## src/hdl/acd_pkg.sv

```systemverilog
// Shared types and constants for the command APDU decoder.
`timescale 1ns / 1ps
`default_nettype none

package acd_pkg;

  localparam int DataW      = 8;
  localparam int TotW       = 17;
  localparam int LcW        = 16;
  localparam int LeW        = 17;
  localparam int HdrW       = 32;
  localparam int TrailW     = 24;
  localparam int SDataW     = 32;
  localparam int MDataW     = 80;

  // queue depth, power of two
  localparam int AcdFifoDepth = 4;
  localparam int AcdPtrW      = $clog2(AcdFifoDepth);
  localparam int AcdCntW      = $clog2(AcdFifoDepth + 1);

  localparam logic [LeW-1:0] LeShortZero = LeW'(256);
  localparam logic [LeW-1:0] LeExtZero   = LeW'(65536);

  typedef enum logic [1:0] {
    FormAbsent,
    FormShort,
    FormExt
  } acd_form_e;

  // one queue word: an optional data byte and an optional end-of-APDU summary
  typedef struct packed {
    logic              has_data;
    logic [DataW-1:0]  data;
    logic              has_sum;
    logic [HdrW-1:0]   hdr;
    logic [LcW-1:0]    lc;
    logic [TrailW-1:0] trail;
    logic [1:0]        tcnt;
    acd_form_e         form;
    logic              err;
  } acd_entry_t;

endpackage

`default_nettype wire

```

## src/hdl/acd_front.sv

```systemverilog
// Front end: accepts APDU bytes, tracks the parse state and queues results.
`timescale 1ns / 1ps
`default_nettype none

module acd_front
  import acd_pkg::*;
(
  input  wire logic              clk_i,
  input  wire logic              rst_ni,
  input  wire logic              in_valid_i,
  output logic                   in_ready_o,
  input  wire logic [DataW-1:0]  data_byte_i,
  input  wire logic [TotW-1:0]   total_length_i,
  input  wire logic              last_byte_i,
  input  wire logic              full_i,
  output logic                   push_o,
  output acd_entry_t             entry_o
);

  typedef enum logic [2:0] {
    PhHeader,
    PhLc1,
    PhLcHi,
    PhLcLo,
    PhData,
    PhTrail,
    PhSkip
  } phase_e;

  phase_e            phase_q, phase_d;
  logic [TotW-1:0]   pos_q, pos_d;
  logic [TotW-1:0]   total_q, total_d;
  logic [TotW-1:0]   tm5_q, tm5_d;
  logic [TotW-1:0]   tm7_q, tm7_d;
  logic [HdrW-1:0]   hdr_q, hdr_d;
  acd_form_e         form_q, form_d;
  logic [LcW-1:0]    lc_q, lc_d;
  logic [LcW-1:0]    left_q, left_d;
  logic [TrailW-1:0] trail_q, trail_d;
  logic [1:0]        tcnt_q, tcnt_d;
  logic              err_q, err_d;

  logic              accept;
  logic              first;
  logic [TotW-1:0]   t_cur;
  logic [TotW:0]     short_diff;
  logic [LcW-1:0]    ext_lc;
  logic [TotW:0]     ext_diff;
  logic              short_ok;
  logic              ext_ok;
  logic              len_match;
  logic              has_data;

  assign in_ready_o = !full_i;
  assign accept     = in_valid_i && !full_i;
  assign first      = (pos_q == '0);
  assign t_cur      = first ? total_length_i : total_q;
  assign short_diff = {1'b0, tm5_q} - {{(TotW + 1 - DataW){1'b0}}, data_byte_i};
  assign ext_lc     = {lc_q[LcW-1:DataW], data_byte_i};
  assign ext_diff   = {1'b0, tm7_q} - {{(TotW + 1 - LcW){1'b0}}, ext_lc};
  assign short_ok   = !short_diff[TotW] && (short_diff[TotW-1:2] == '0);
  assign ext_ok     = !ext_diff[TotW] && (ext_diff[TotW-1:2] == '0);
  assign len_match  = (({1'b0, pos_q} + (TotW + 1)'(1)) == {1'b0, t_cur});

  always_comb begin
    phase_d  = phase_q;
    pos_d    = pos_q;
    total_d  = total_q;
    tm5_d    = tm5_q;
    tm7_d    = tm7_q;
    hdr_d    = hdr_q;
    form_d   = form_q;
    lc_d     = lc_q;
    left_d   = left_q;
    trail_d  = trail_q;
    tcnt_d   = tcnt_q;
    err_d    = err_q;
    has_data = 1'b0;

    if (accept) begin
      if (first) begin
        total_d = total_length_i;
        tm5_d   = total_length_i - TotW'(5);
        tm7_d   = total_length_i - TotW'(7);
        if (total_length_i < TotW'(4)) begin
          err_d = 1'b1;
        end
      end
      if (pos_q[TotW-1:2] == '0) begin
        case (pos_q[1:0])
          2'd0:    hdr_d[31:24] = data_byte_i;
          2'd1:    hdr_d[23:16] = data_byte_i;
          2'd2:    hdr_d[15:8]  = data_byte_i;
          default: hdr_d[7:0]   = data_byte_i;
        endcase
      end

      if (pos_q >= t_cur) begin
        err_d   = 1'b1;
        phase_d = PhSkip;
      end else begin
        case (phase_q)
          PhHeader: begin
            if (pos_q == TotW'(3)) begin
              if (err_q) begin
                phase_d = PhSkip;
              end else if (total_q == TotW'(4)) begin
                phase_d = PhTrail;
              end else begin
                phase_d = PhLc1;
              end
            end
          end
          PhLc1: begin
            if ((total_q == TotW'(5)) ||
                ((total_q == TotW'(7)) && (data_byte_i == '0))) begin
              phase_d = PhTrail;
              trail_d = {{(TrailW - DataW){1'b0}}, data_byte_i};
              tcnt_d  = 2'd1;
            end else if (data_byte_i != '0) begin
              form_d = FormShort;
              lc_d   = {{(LcW - DataW){1'b0}}, data_byte_i};
              left_d = {{(LcW - DataW){1'b0}}, data_byte_i};
              if (short_ok) begin
                phase_d = PhData;
              end else begin
                err_d   = 1'b1;
                phase_d = PhSkip;
              end
            end else if (total_q < TotW'(7)) begin
              err_d   = 1'b1;
              phase_d = PhSkip;
            end else begin
              form_d  = FormExt;
              phase_d = PhLcHi;
            end
          end
          PhLcHi: begin
            lc_d    = {data_byte_i, {DataW{1'b0}}};
            phase_d = PhLcLo;
          end
          PhLcLo: begin
            lc_d   = ext_lc;
            left_d = ext_lc;
            if (ext_ok) begin
              phase_d = (ext_lc != '0) ? PhData : PhTrail;
            end else begin
              err_d   = 1'b1;
              phase_d = PhSkip;
            end
          end
          PhData: begin
            has_data = 1'b1;
            left_d   = left_q - LcW'(1);
            if (left_q == LcW'(1)) begin
              phase_d = PhTrail;
            end
          end
          PhTrail: begin
            trail_d = {trail_q[TrailW-DataW-1:0], data_byte_i};
            if (tcnt_q != 2'd3) begin
              tcnt_d = tcnt_q + 2'd1;
            end
          end
          default: begin
          end
        endcase
      end

      if (pos_q != '1) begin
        pos_d = pos_q + TotW'(1);
      end
    end

    entry_o.has_data = has_data;
    entry_o.data     = data_byte_i;
    entry_o.has_sum  = last_byte_i;
    entry_o.hdr      = hdr_d;
    entry_o.lc       = lc_d;
    entry_o.trail    = trail_d;
    entry_o.tcnt     = tcnt_d;
    entry_o.form     = form_d;
    entry_o.err      = err_d || !len_match;
    push_o           = accept && (has_data || last_byte_i);

    // APDU closed: back to the idle values
    if (accept && last_byte_i) begin
      phase_d = PhHeader;
      pos_d   = '0;
      total_d = '0;
      tm5_d   = '0;
      tm7_d   = '0;
      hdr_d   = '0;
      form_d  = FormAbsent;
      lc_d    = '0;
      left_d  = '0;
      trail_d = '0;
      tcnt_d  = '0;
      err_d   = 1'b0;
    end
  end

  always_ff @(posedge clk_i or negedge rst_ni) begin
    if (!rst_ni) begin
      phase_q <= PhHeader;
      pos_q   <= '0;
      total_q <= '0;
      tm5_q   <= '0;
      tm7_q   <= '0;
      hdr_q   <= '0;
      form_q  <= FormAbsent;
      lc_q    <= '0;
      left_q  <= '0;
      trail_q <= '0;
      tcnt_q  <= '0;
      err_q   <= 1'b0;
    end else begin
      phase_q <= phase_d;
      pos_q   <= pos_d;
      total_q <= total_d;
      tm5_q   <= tm5_d;
      tm7_q   <= tm7_d;
      hdr_q   <= hdr_d;
      form_q  <= form_d;
      lc_q    <= lc_d;
      left_q  <= left_d;
      trail_q <= trail_d;
      tcnt_q  <= tcnt_d;
      err_q   <= err_d;
    end
  end

endmodule

`default_nettype wire

```

## src/hdl/acd_fifo.sv

```systemverilog
// Short queue of result words between the front and back ends.
`timescale 1ns / 1ps
`default_nettype none

module acd_fifo
  import acd_pkg::*;
(
  input  wire logic        clk_i,
  input  wire logic        rst_ni,
  input  wire logic        push_i,
  input  wire acd_entry_t  entry_i,
  input  wire logic        pop_i,
  output acd_entry_t       head_o,
  output logic             valid_o,
  output logic             full_o
);

  acd_entry_t           mem_q [AcdFifoDepth];
  logic [AcdPtrW-1:0]   wr_q, wr_d;
  logic [AcdPtrW-1:0]   rd_q, rd_d;
  logic [AcdCntW-1:0]   cnt_q, cnt_d;
  logic                 do_push;
  logic                 do_pop;

  assign valid_o = (cnt_q != '0);
  assign full_o  = (cnt_q == AcdCntW'(AcdFifoDepth));
  assign head_o  = mem_q[rd_q];
  assign do_push = push_i && !full_o;
  assign do_pop  = pop_i && valid_o;

  always_comb begin
    wr_d  = do_push ? wr_q + AcdPtrW'(1) : wr_q;
    rd_d  = do_pop ? rd_q + AcdPtrW'(1) : rd_q;
    cnt_d = cnt_q;
    if (do_push && !do_pop) begin
      cnt_d = cnt_q + AcdCntW'(1);
    end else if (!do_push && do_pop) begin
      cnt_d = cnt_q - AcdCntW'(1);
    end
  end

  always_ff @(posedge clk_i) begin
    if (do_push) begin
      mem_q[wr_q] <= entry_i;
    end
  end

  always_ff @(posedge clk_i or negedge rst_ni) begin
    if (!rst_ni) begin
      wr_q  <= '0;
      rd_q  <= '0;
      cnt_q <= '0;
    end else begin
      wr_q  <= wr_d;
      rd_q  <= rd_d;
      cnt_q <= cnt_d;
    end
  end

endmodule

`default_nettype wire

```

## src/hdl/acd_back.sv

```systemverilog
// Back end: decodes Le, finishes the checks and drives the output register.
`timescale 1ns / 1ps
`default_nettype none

module acd_back
  import acd_pkg::*;
(
  input  wire logic              clk_i,
  input  wire logic              rst_ni,
  input  wire logic              head_valid_i,
  input  wire acd_entry_t        head_i,
  output logic                   pop_o,
  output logic                   m_axis_tvalid,
  input  wire logic              m_axis_tready,
  output logic [MDataW-1:0]      m_axis_tdata,
  output logic                   m_axis_tuser,
  output logic                   m_axis_tlast
);

  logic              vld_q, vld_d;
  logic              part_q, part_d;
  logic [MDataW-1:0] data_q, data_d;
  logic              user_q, user_d;
  logic              last_q, last_d;

  logic              load;
  logic              fmt_err;
  logic [LeW-1:0]    le_val;
  logic [15:0]       le16;
  logic [LcW-1:0]    dlen;
  logic [LeW-1:0]    elen;

  assign le16 = head_i.trail[15:0];

  always_comb begin
    fmt_err = head_i.err;
    le_val  = '0;
    case (head_i.tcnt)
      2'd0: begin
      end
      2'd1: begin
        le_val = (head_i.trail[7:0] == '0) ? LeShortZero :
                 {{(LeW - 8){1'b0}}, head_i.trail[7:0]};
        if (head_i.form == FormExt) begin
          fmt_err = 1'b1;
        end
      end
      default: begin
        le_val = (le16 == '0) ? LeExtZero : {1'b0, le16};
        if ((head_i.tcnt == 2'd2) && (head_i.form != FormExt)) begin
          fmt_err = 1'b1;
        end
        if ((head_i.tcnt == 2'd3) &&
            ((head_i.trail[23:16] != '0) || (head_i.form == FormShort))) begin
          fmt_err = 1'b1;
        end
        if ((head_i.lc < LcW'(256)) && (le16 != '0) && (le16 <= 16'd256)) begin
          fmt_err = 1'b1;
        end
      end
    endcase
    dlen = fmt_err ? '0 : head_i.lc;
    elen = fmt_err ? '0 : le_val;
  end

  assign load = head_valid_i && (!vld_q || m_axis_tready);

  always_comb begin
    vld_d  = vld_q;
    part_d = part_q;
    data_d = data_q;
    user_d = user_q;
    last_d = last_q;
    pop_o  = 1'b0;
    if (load) begin
      vld_d = 1'b1;
      if (head_i.has_data && !part_q) begin
        data_d = {{(MDataW - DataW){1'b0}}, head_i.data};
        user_d = 1'b0;
        last_d = 1'b0;
        if (head_i.has_sum) begin
          part_d = 1'b1;
        end else begin
          pop_o = 1'b1;
        end
      end else begin
        data_d = {{(MDataW - 74){1'b0}}, fmt_err, elen, dlen,
                  head_i.hdr[7:0], head_i.hdr[15:8], head_i.hdr[23:16],
                  head_i.hdr[31:24], {DataW{1'b0}}};
        user_d = 1'b1;
        last_d = 1'b1;
        part_d = 1'b0;
        pop_o  = 1'b1;
      end
    end else if (m_axis_tready) begin
      vld_d = 1'b0;
    end
  end

  always_ff @(posedge clk_i or negedge rst_ni) begin
    if (!rst_ni) begin
      vld_q  <= 1'b0;
      part_q <= 1'b0;
      data_q <= '0;
      user_q <= 1'b0;
      last_q <= 1'b0;
    end else begin
      vld_q  <= vld_d;
      part_q <= part_d;
      data_q <= data_d;
      user_q <= user_d;
      last_q <= last_d;
    end
  end

  assign m_axis_tvalid = vld_q;
  assign m_axis_tdata  = data_q;
  assign m_axis_tuser  = user_q;
  assign m_axis_tlast  = last_q;

endmodule

`default_nettype wire

```

## src/hdl/apdu_command_decoder_top.sv

```systemverilog
// Top level of the command APDU decoder.
//
// Input stream: one APDU byte per word. tdata carries the byte and the total
// APDU length (read with the first byte); tlast marks the final byte.
// Output stream: tuser low is a command data byte passed through, tuser high
// is the summary (CLA, INS, P1, P2, Lc, Le, error flag), sent with tlast.
// One input word is taken per cycle while the queue is not full. A data byte or
// a summary passes through the queue and then the output register before it is
// valid on the output; when the final byte is also a data byte, the data word
// comes first and the summary after it.
// The front end updates the parse state for each accepted byte; a four-entry
// queue and the output register let input and output stall independently.
// When the receiver stalls, the queue fills and tready drops once it is full.
// Reset empties the queue and output register and returns the parser to
// waiting for a header byte.
`timescale 1ns / 1ps
`default_nettype none

module apdu_command_decoder_top
  import acd_pkg::*;
(
  input  wire logic              clk_i,
  input  wire logic              rst_ni,
  input  wire logic              s_axis_tvalid,
  output logic                   s_axis_tready,
  // [7:0] data_byte, [24:8] total_length, [31:25] zero
  input  wire logic [SDataW-1:0] s_axis_tdata,
  input  wire logic              s_axis_tlast,   // last_byte
  output logic                   m_axis_tvalid,
  input  wire logic              m_axis_tready,
  // [7:0] payload_byte, [15:8] class_byte, [23:16] instruction_byte,
  // [31:24] param_one, [39:32] param_two, [55:40] data_length,
  // [72:56] expected_length, [73] format_error, [79:74] zero
  output logic [MDataW-1:0]      m_axis_tdata,
  output logic                   m_axis_tuser,   // result_kind
  output logic                   m_axis_tlast    // end_of_apdu
);

  logic       push;
  logic       pop;
  logic       full;
  logic       head_valid;
  acd_entry_t entry;
  acd_entry_t head;

  acd_front u_front (
    .clk_i          (clk_i),
    .rst_ni         (rst_ni),
    .in_valid_i     (s_axis_tvalid),
    .in_ready_o     (s_axis_tready),
    .data_byte_i    (s_axis_tdata[7:0]),
    .total_length_i (s_axis_tdata[24:8]),
    .last_byte_i    (s_axis_tlast),
    .full_i         (full),
    .push_o         (push),
    .entry_o        (entry)
  );

  acd_fifo u_fifo (
    .clk_i   (clk_i),
    .rst_ni  (rst_ni),
    .push_i  (push),
    .entry_i (entry),
    .pop_i   (pop),
    .head_o  (head),
    .valid_o (head_valid),
    .full_o  (full)
  );

  acd_back u_back (
    .clk_i         (clk_i),
    .rst_ni        (rst_ni),
    .head_valid_i  (head_valid),
    .head_i        (head),
    .pop_o         (pop),
    .m_axis_tvalid (m_axis_tvalid),
    .m_axis_tready (m_axis_tready),
    .m_axis_tdata  (m_axis_tdata),
    .m_axis_tuser  (m_axis_tuser),
    .m_axis_tlast  (m_axis_tlast)
  );

endmodule

`default_nettype wire

```

## config.mk

```make
export PLATFORM = sky130hd
export DESIGN_NAME = apdu_command_decoder_top
export DESIGN_NICKNAME = d
export VERILOG_FILES = /design/src/hdl/acd_pkg.sv /design/src/hdl/acd_front.sv /design/src/hdl/acd_fifo.sv /design/src/hdl/acd_back.sv /design/src/hdl/apdu_command_decoder_top.sv
export SDC_FILE = /design/constraint.sdc
export NUM_CORES = 1
export LEC_CHECK = 0
export BUFFER_PORTS_ARGS = -buffer_cell sky130_fd_sc_hd__buf_2
export CORE_ASPECT_RATIO = 1.25
export CORE_MARGIN = 2
export CORE_UTILIZATION = 30
export CTS_BUF_LIST = sky130_fd_sc_hd__clkbuf_16
export CTS_CLUSTER_SIZE = 20
export DETAILED_ROUTE_END_ITERATION = 8
export PLACE_DENSITY = 0.49
export SYNTH_ARGS = -nofsm -noshare
export SYNTH_HDL_FRONTEND = slang
export SYNTH_HIERARCHICAL = 1
export SYNTH_SLANG_ARGS = --single-unit
```

## constraint.sdc

```tcl
create_clock -name clk_i -period 11.7 [get_ports clk_i]
set_input_delay 2.34 -clock clk_i [delete_from_list [all_inputs] [get_ports clk_i]]
set_output_delay 2.34 -clock clk_i [all_outputs]
set_load 0.01 [all_outputs]
```

======== Yosys cells after proc, flatten, opt, wreduce, memory -nomap -nowiden ========
Memories as Yosys holds them, arrays and structs flattened.
Cells that the tools add are included.
cells by class
  $add $sub $neg .......................... 12
  equal/unequal tests ..................... 28
  reductions and logical operators ........ 57
  magnitude comparators ................... 5
  muxes and demuxes ....................... 100
operators with widths
  cell                                                          number
  two-way mux 17 bit                                            14
  two-way mux 16 bit                                            11
  two-way mux 24 bit                                            4
  two-way mux 32 bit                                            3
  case mux 16 bit (3 select lines)                              2
  two-way mux 74 bit                                            1
  equality test 17 x 3 -> 1 bit (second input constant)         3
  case mux 24 bit (2 select lines)                              1
  logical NOT 15 bit                                            3
  two-way mux 3 bit                                             13
  less-than comparator 17 x 3 -> 1 bit (second input constant)  2
  case mux 17 bit (2 select lines)                              1
  subtractor 17 x 3 -> 17 bit (second input constant)           2
  two-way mux 8 bit                                             4
  nonzero test 16 bit                                           2
  two-way mux 1 bit                                             28
  two-way mux 2 bit                                             13
  adder 17 x 1 -> 18 bit (second input constant)                1
  equality test 18 x 17 -> 1 bit                                1
  subtractor 17 x 16 -> 18 bit                                  1
  subtractor 17 x 8 -> 18 bit                                   1
  adder 17 x 1 -> 17 bit (second input constant)                1
  equality test 17 x 2 -> 1 bit (second input constant)         1
  >= comparator 17 bit                                          1
  other kinds (38)                                              88
word-level totals
  output and inout port bits .............. 84
  bits in writable memories ............... 348
  input bits .............................. 37
  memories ................................ 1
  logic and storage cells ................. 222
  bits in registers ....................... 254
memory list
  memory        words  width  rd ports  clocked after memory_dff  write ports  line            source
  u_fifo.mem_q  4      87     1         0                         1            acd_fifo.sv:18  acd_entry_t mem_q [AcdFifoDepth];

======== Depth between registers and ports, before layout ========
  depth after elaboration ................. 12
  gate-level depth with buffers ........... 22
  depth with buffers taken out ............ 18

======== Cells and area by module ========
The synthesis kept the hierarchy.
by module, submodules not included
  module     area each (um2)  cells an instance  sequential area each (um2)  times used
  acd_fifo   12973.7          491                10625.2                     1
  acd_front  10598.9          1251               4078.9                      1
  acd_back   3155.5           302                1926.8                      1

======== Least setup slack after synthesis ========
No wires, ideal clock.
  kind .................................... input-to-reg
  start ................................... input port s_axis_tdata[18]
  end ..................................... memory u_fifo/mem_q[3][0] (netlist name), enable pin
  arrival time ............................ 7.952 ns
  path buffers ............................ 2
  cell stages on the path ................. 11
  required time ........................... 11.166 ns
  path slack .............................. 3.214 ns
  path through ............................ clkbuf_1 mux2i_1 ha_1 a211oi_1 a211oi_1 a311oi_1 nand3_1 clkbuf_1 o21ai_0 nand2_1 nor2_1
between the ends
  cells in the longest elaborated chain, start to end .. 9
RTL lines
  element                                  line                            source
  start, declared                          apdu_command_decoder_top.sv:27  input wire logic [SDataW-1:0] s_axis_tdata,
  two-way mux 17 bit                       acd_front.sv:57                 assign t_cur = first ? total_length_i : total_q;
  >= comparator 17 bit                     acd_front.sv:98                 if (pos_q >= t_cur) begin
  two-way mux 1 bit                        acd_front.sv:98
  two-way mux 1 bit                        acd_front.sv:80                 if (accept) begin
  logical OR 1 bit                         acd_front.sv:184                push_o = accept && (has_data || last_byte_i);
  logical AND 1 bit                        acd_front.sv:184
  named net push                           apdu_command_decoder_top.sv:39  logic push;
  logical AND 1 bit                        acd_fifo.sv:28                  assign do_push = push_i && !full_o;
  two-way mux 1 bit                        acd_fifo.sv:43                  if (do_push) begin
  two-way mux 1 bit (not written as such)  acd_fifo.sv:44                  mem_q[wr_q] <= entry_i;
  end, declared                            acd_fifo.sv:18
The timed path passes the listed nets, and every way through them passes these cells.

======== Worst setup path after layout ========
  start ................................... register u_front.pos_q[0]
  end ..................................... memory u_fifo/mem_q[1][44] (netlist name), enable pin
between the ends
  cells in the longest elaborated chain, start to end .. 10
RTL lines
  element                                    line                            source
  start, declared                            acd_front.sv:31                 logic [TotW-1:0] pos_q, pos_d;
  start signal, assigned                     acd_front.sv:219                pos_q <= pos_d;
  logical NOT 17 bit                         acd_front.sv:56                 assign first = (pos_q == '0);
  two-way mux 17 bit                         acd_front.sv:57
  >= comparator 17 bit *                     acd_front.sv:98
  two-way mux 1 bit *                        acd_front.sv:98
  two-way mux 1 bit *                        acd_front.sv:80
  logical OR 1 bit *                         acd_front.sv:184
  logical AND 1 bit *                        acd_front.sv:184
  named net push                             apdu_command_decoder_top.sv:39
  logical AND 1 bit *                        acd_fifo.sv:28
  two-way mux 1 bit *                        acd_fifo.sv:43
  two-way mux 1 bit (not written as such) *  acd_fifo.sv:44
The timed path passes the listed nets; every way through them passes the cells marked *.

==> summary.md <==
| Metric | Value |
|---|---|
| Synth Area per Inst | 13.08 um2 |
| Std-Cell Rows | 122 |
| Final setup vio count | 0 |
| Flop pwr share | 0.402 |
| Clk buf depth | 3 |
| Clock transition at path regs | 0.06 ns |
| Vias in the first global route | 17,260 |
| Drt pass-1 iters | 5 |
| Total CTS buffers | 68 |
| CP Max Fanout | 47 |
| Worst reg2reg path startpoint | u_front/pos_q[0]$_DFFE_PN0P_ |
| LEAKAGE | 11.89 nW |
| Core footprint | 88,380 um2 |
| Largest net degree at the start of global routing | 110 |
| Die W | 271.0 um |
| Area contributors post-synth | edfxtp_1 (39%), dfrtp_1 (23%), mux4_2 (7.3%), nand2_1 (4.1%), o21ai_0 (3.0%) |
| H-tree Lvls | 3 |
| Min Hold Slack | 0.4723 ns |
| Top-count cell post-synth | edfxtp_1 |
| WL final | 68,480 um |
| Critical Path Stages | 15 |
| Post-synth top flop | edfxtp_1 |
| Setup repair bufs after CTS | 0 |
| Critical Path Max Stage Delay | 0.73 ns |
| Worst skew pair latency | 0.61 ns |
| Worst Setup End Kind | register |
| Post-Route Setup TNS | 0 ns |
| Post-Place Setup Slack | 4.264 ns |
| Port bufs | 107 |
| Max cap viols | 0 |
| RSZ-0062 raised after global routing | no |
| CTS resizes | 0 |
| Initial antenna violation count | 4 |
| WP buf/inv | 3 |
| Req. time, crit path | 11.92 ns |
| Non-filler cells, final | 3,353 |
| First-pass GRT wire length | 105,400 um |
| Sw Ratio | 0.3516 |
| GRT overflow | 0 |
| DR WL met2 | 34,590 um |
| Post-synth top area share | 0.3910 |
| Number of synthesized register bits | 595 |
| Max_slew headroom | 0.3490 |
| Layout Cell Area excl Fill | 30,460 um2 |
| Crit path time final | 6.702 ns |
| Area Overhead vs Synth | 13.95% |
| CP startpoint kind | register |
| Gpl congestion | 0.8259 |
| Fraction of registers with async set/reset | 0.4151 |
| Crit-path leading delay family | simple AND/OR/NAND/NOR gates |
| DP Area | 28,320 um2 |
| # hold bufs at CTS | 0 |
| Fmax | 149.2 MHz |
| Peak VDD IR | 0.1254 mV |
| Status | complete, no violations |
| # diodes | 0 |
| Final Hold Vio Count | 0 |
| Max Used Layer | met5 |
| Layout cell share with drive strength beyond 1 | 0.1586 |
| Critical path arrival | 6.93 ns |
| End of the worst register-to-register path | u_fifo/mem_q[1][44]$_DFFE_PP_ |
| Cells after DPL | 3,228 |
| CP max-delay cell | buf_4 |
| WL met1 | 29,540 um |
| Design Power | 7.660 mW |
| Comb power frac | 0.334 |
| Clk network pwr share | 0.265 |
| Via count | 16,740 |
| Internal power | 4.967 mW |
| Commonest cells post-synth | edfxtp_1 (348), nand2_1 (294), dfrtp_1 (247) |
| Crit path capture | u_fifo/mem_q[1][44]$_DFFE_PP_ |
| NumNets Final | 2,211 |
| CTS tree | done |
| Hold depth | 2 |
| Sequential share of the synthesized area | 0.6222 |
| Antenna Nets Post-Route | 0 |
| Cell area after synthesis | 26,730 um2 |
| Leading area contributor after synthesis | edfxtp_1 |
| WS Path Type | register to register |
| CP cell instances | inv_1 -> ha_1 -> or4b_1 -> nor4_4 -> buf_4 -> mux2i_1 -> ha_1 -> a211oi_1 -> a211oi_1 -> a311oi_1 -> nand3_1 -> o21ai_0 -> nor2b_1 -> and2_4 -> buf_4 |
| Root Buffer | clkbuf_16 |
| 1st-iter DRT viols | 1,027 |
| Worst min path class | register to register |
| Core Util, Final | 0.3446 |
| Distinct cells, synth | 83 |
| Top Ports | 121 |
| Warnings from Yosys | 6 |
| Clock sinks | 595 |
| Max Slew Vio Count | 0 |
| Cell Pwr Density | 251.5 nW/um2 |
| Switching pwr | 2.693 mW |
| Post-DP HPWL | 43,340 um |
| Post-Synthesis Cells | 2,044 |
| Initial Utilization | 0.3024 |
| R2R cell count | 15 |
| Vias per cell | 4.993 |
| Total GRT Usage | 0.1501 |
| Post-route setup slack | 4.998 ns |
| Post-synth EDFFs | 348 |
| Crit share post-route | 0.5728 |
| Die area | 91,510 um2 |
| WL per Instance | 20.42 um |
| Crit path from | u_front/pos_q[0]$_DFFE_PN0P_ |
| Die span in y | 337.7 um |
| DRC Markers | 0 |
| Skew final | 0.03415 ns |
| R2r setup slk | 5.00 ns |
| Met3 WL | 2951 um |
| Slew @ Worst Pin | 0.9764 ns |
[cell usage in the layout, fill, tap and decap left out, types with 6 or more instances in the layout]
master	n
edfxtp_1	348
buf_2	106
conb_1	6
nand4_1	14
dfrtp_1	245
clkbuf_16	71
xnor2_1	35
nor2_1	82
clkinv_2	9
ha_1	53
mux2_2	9
xor2_1	34
nor3_1	28
o21ai_0	162
nand2b_1	12
a21oi_1	72
nor2b_1	10
nand3b_1	6
o31ai_1	9
nand3_1	17
a21o_1	8
o211ai_1	11
mux2i_1	22
and2_1	74
buf_4	21
nor4_1	30
and3_1	7
or3_1	11
a22o_1	62
inv_1	67
a32o_1	10
nand2_1	292
clkinv_1	10
mux4_2	87
[sequential cells by signal, indices dropped and copies added, names as in the netlist]
name,cells
u_front/hdr_q,32
u_front/total_q,17
u_fifo/mem_q,348
u_back/m_axis_tvalid,1
u_fifo/cnt_q,3
u_front/tcnt_q,2
u_back/m_axis_tlast,1
u_front/lc_q,16
u_front/form_q,2
u_front/left_q,16
u_back/m_axis_tdata,74
u_back/part_q,1
u_front/tm7_q,16
u_front/trail_q,24
u_front/pos_q,17
u_fifo/wr_q,2
u_front/tm5_q,17
u_front/err_q,1
u_fifo/rd_q,2
u_front/phase_q,3
[kinds of logic (layout without fill, tap and decap cells)]
kind of cell               after synthesis  after routing  synth area share
other                                    1              6         0.0001403
and+or+nand+nor                        627            627            0.1137
AOI/OAI and AO/OA                      409            409           0.09990
adders and majority gates               54             54           0.02556
xor gates and xnor gates                69             69           0.02261
DFF                                    595            595            0.6222
muxes                                  118            118           0.08534
buffers and inverters                  171            297           0.03057
[power groups by stage]
| stage | Combinational [mW] | Clock [mW] | Sequential, mW |
|---|---|---|---|
| 2_1_floorplan | 1.92 | 0 | 3.02 |
| 3_3_place_gp | 2.55 | 0 | 3.10 |
| 3_5_place_dp | 2.59 | 0 | 3.12 |
| 4_1_cts | 2.60 | 2.09 | 3.09 |
| 5_1_grt | 2.85 | 2.17 | 3.13 |
| 6_report | 2.56 | 2.03 | 3.08 |
[layer usage]
metal | track usage | up-vias
met5 | 0 | -
met4 | 0.04126 | 6
met3 | 0.02372 | 94
met2 | 0.2639 | 383
met1 | 0.1913 | 8515
li1 | - | 7744
[worst min path at each step]
| stage | from | to |
|---|---|---|
| floorplan | u_front/tm5_q[15]$_DFFE_PN0P_ | u_front/tm5_q[15]$_DFFE_PN0P_ |
| global placement | u_fifo/cnt_q[2]$_DFFE_PN0P_ | u_fifo/cnt_q[2]$_DFFE_PN0P_ |
| detailed placement | u_back/m_axis_tdata[35]$_DFFE_PN0P_ | u_back/m_axis_tdata[35]$_DFFE_PN0P_ |
| CTS | u_back/m_axis_tdata[19]$_DFFE_PN0P_ | u_back/m_axis_tdata[19]$_DFFE_PN0P_ |
| global route | u_back/m_axis_tdata[7]$_DFFE_PN0P_ | u_back/m_axis_tdata[7]$_DFFE_PN0P_ |
| finish | u_back/m_axis_tdata[35]$_DFFE_PN0P_ | u_back/m_axis_tdata[35]$_DFFE_PN0P_ |
[worst min-delay path, cell delays in order, from the launching register on]
cell,delay (ns)
dfrtp_1,0.33
nand2_1,0.05
o21ai_0,0.06
[area by class of cell]
cell class | instances | area [um2]
clock inverter | 54 | 356.6
timing repair buffer | 128 | 703.2
inverter | 44 | 165.2
multi-input combinational | 1283 | 9344
clock buffer | 71 | 1777
fill | 8671 | 57920
tap | 1178 | 1474
sequential | 595 | 16640
No activity file was read; power rests on OpenSTA's default activity.
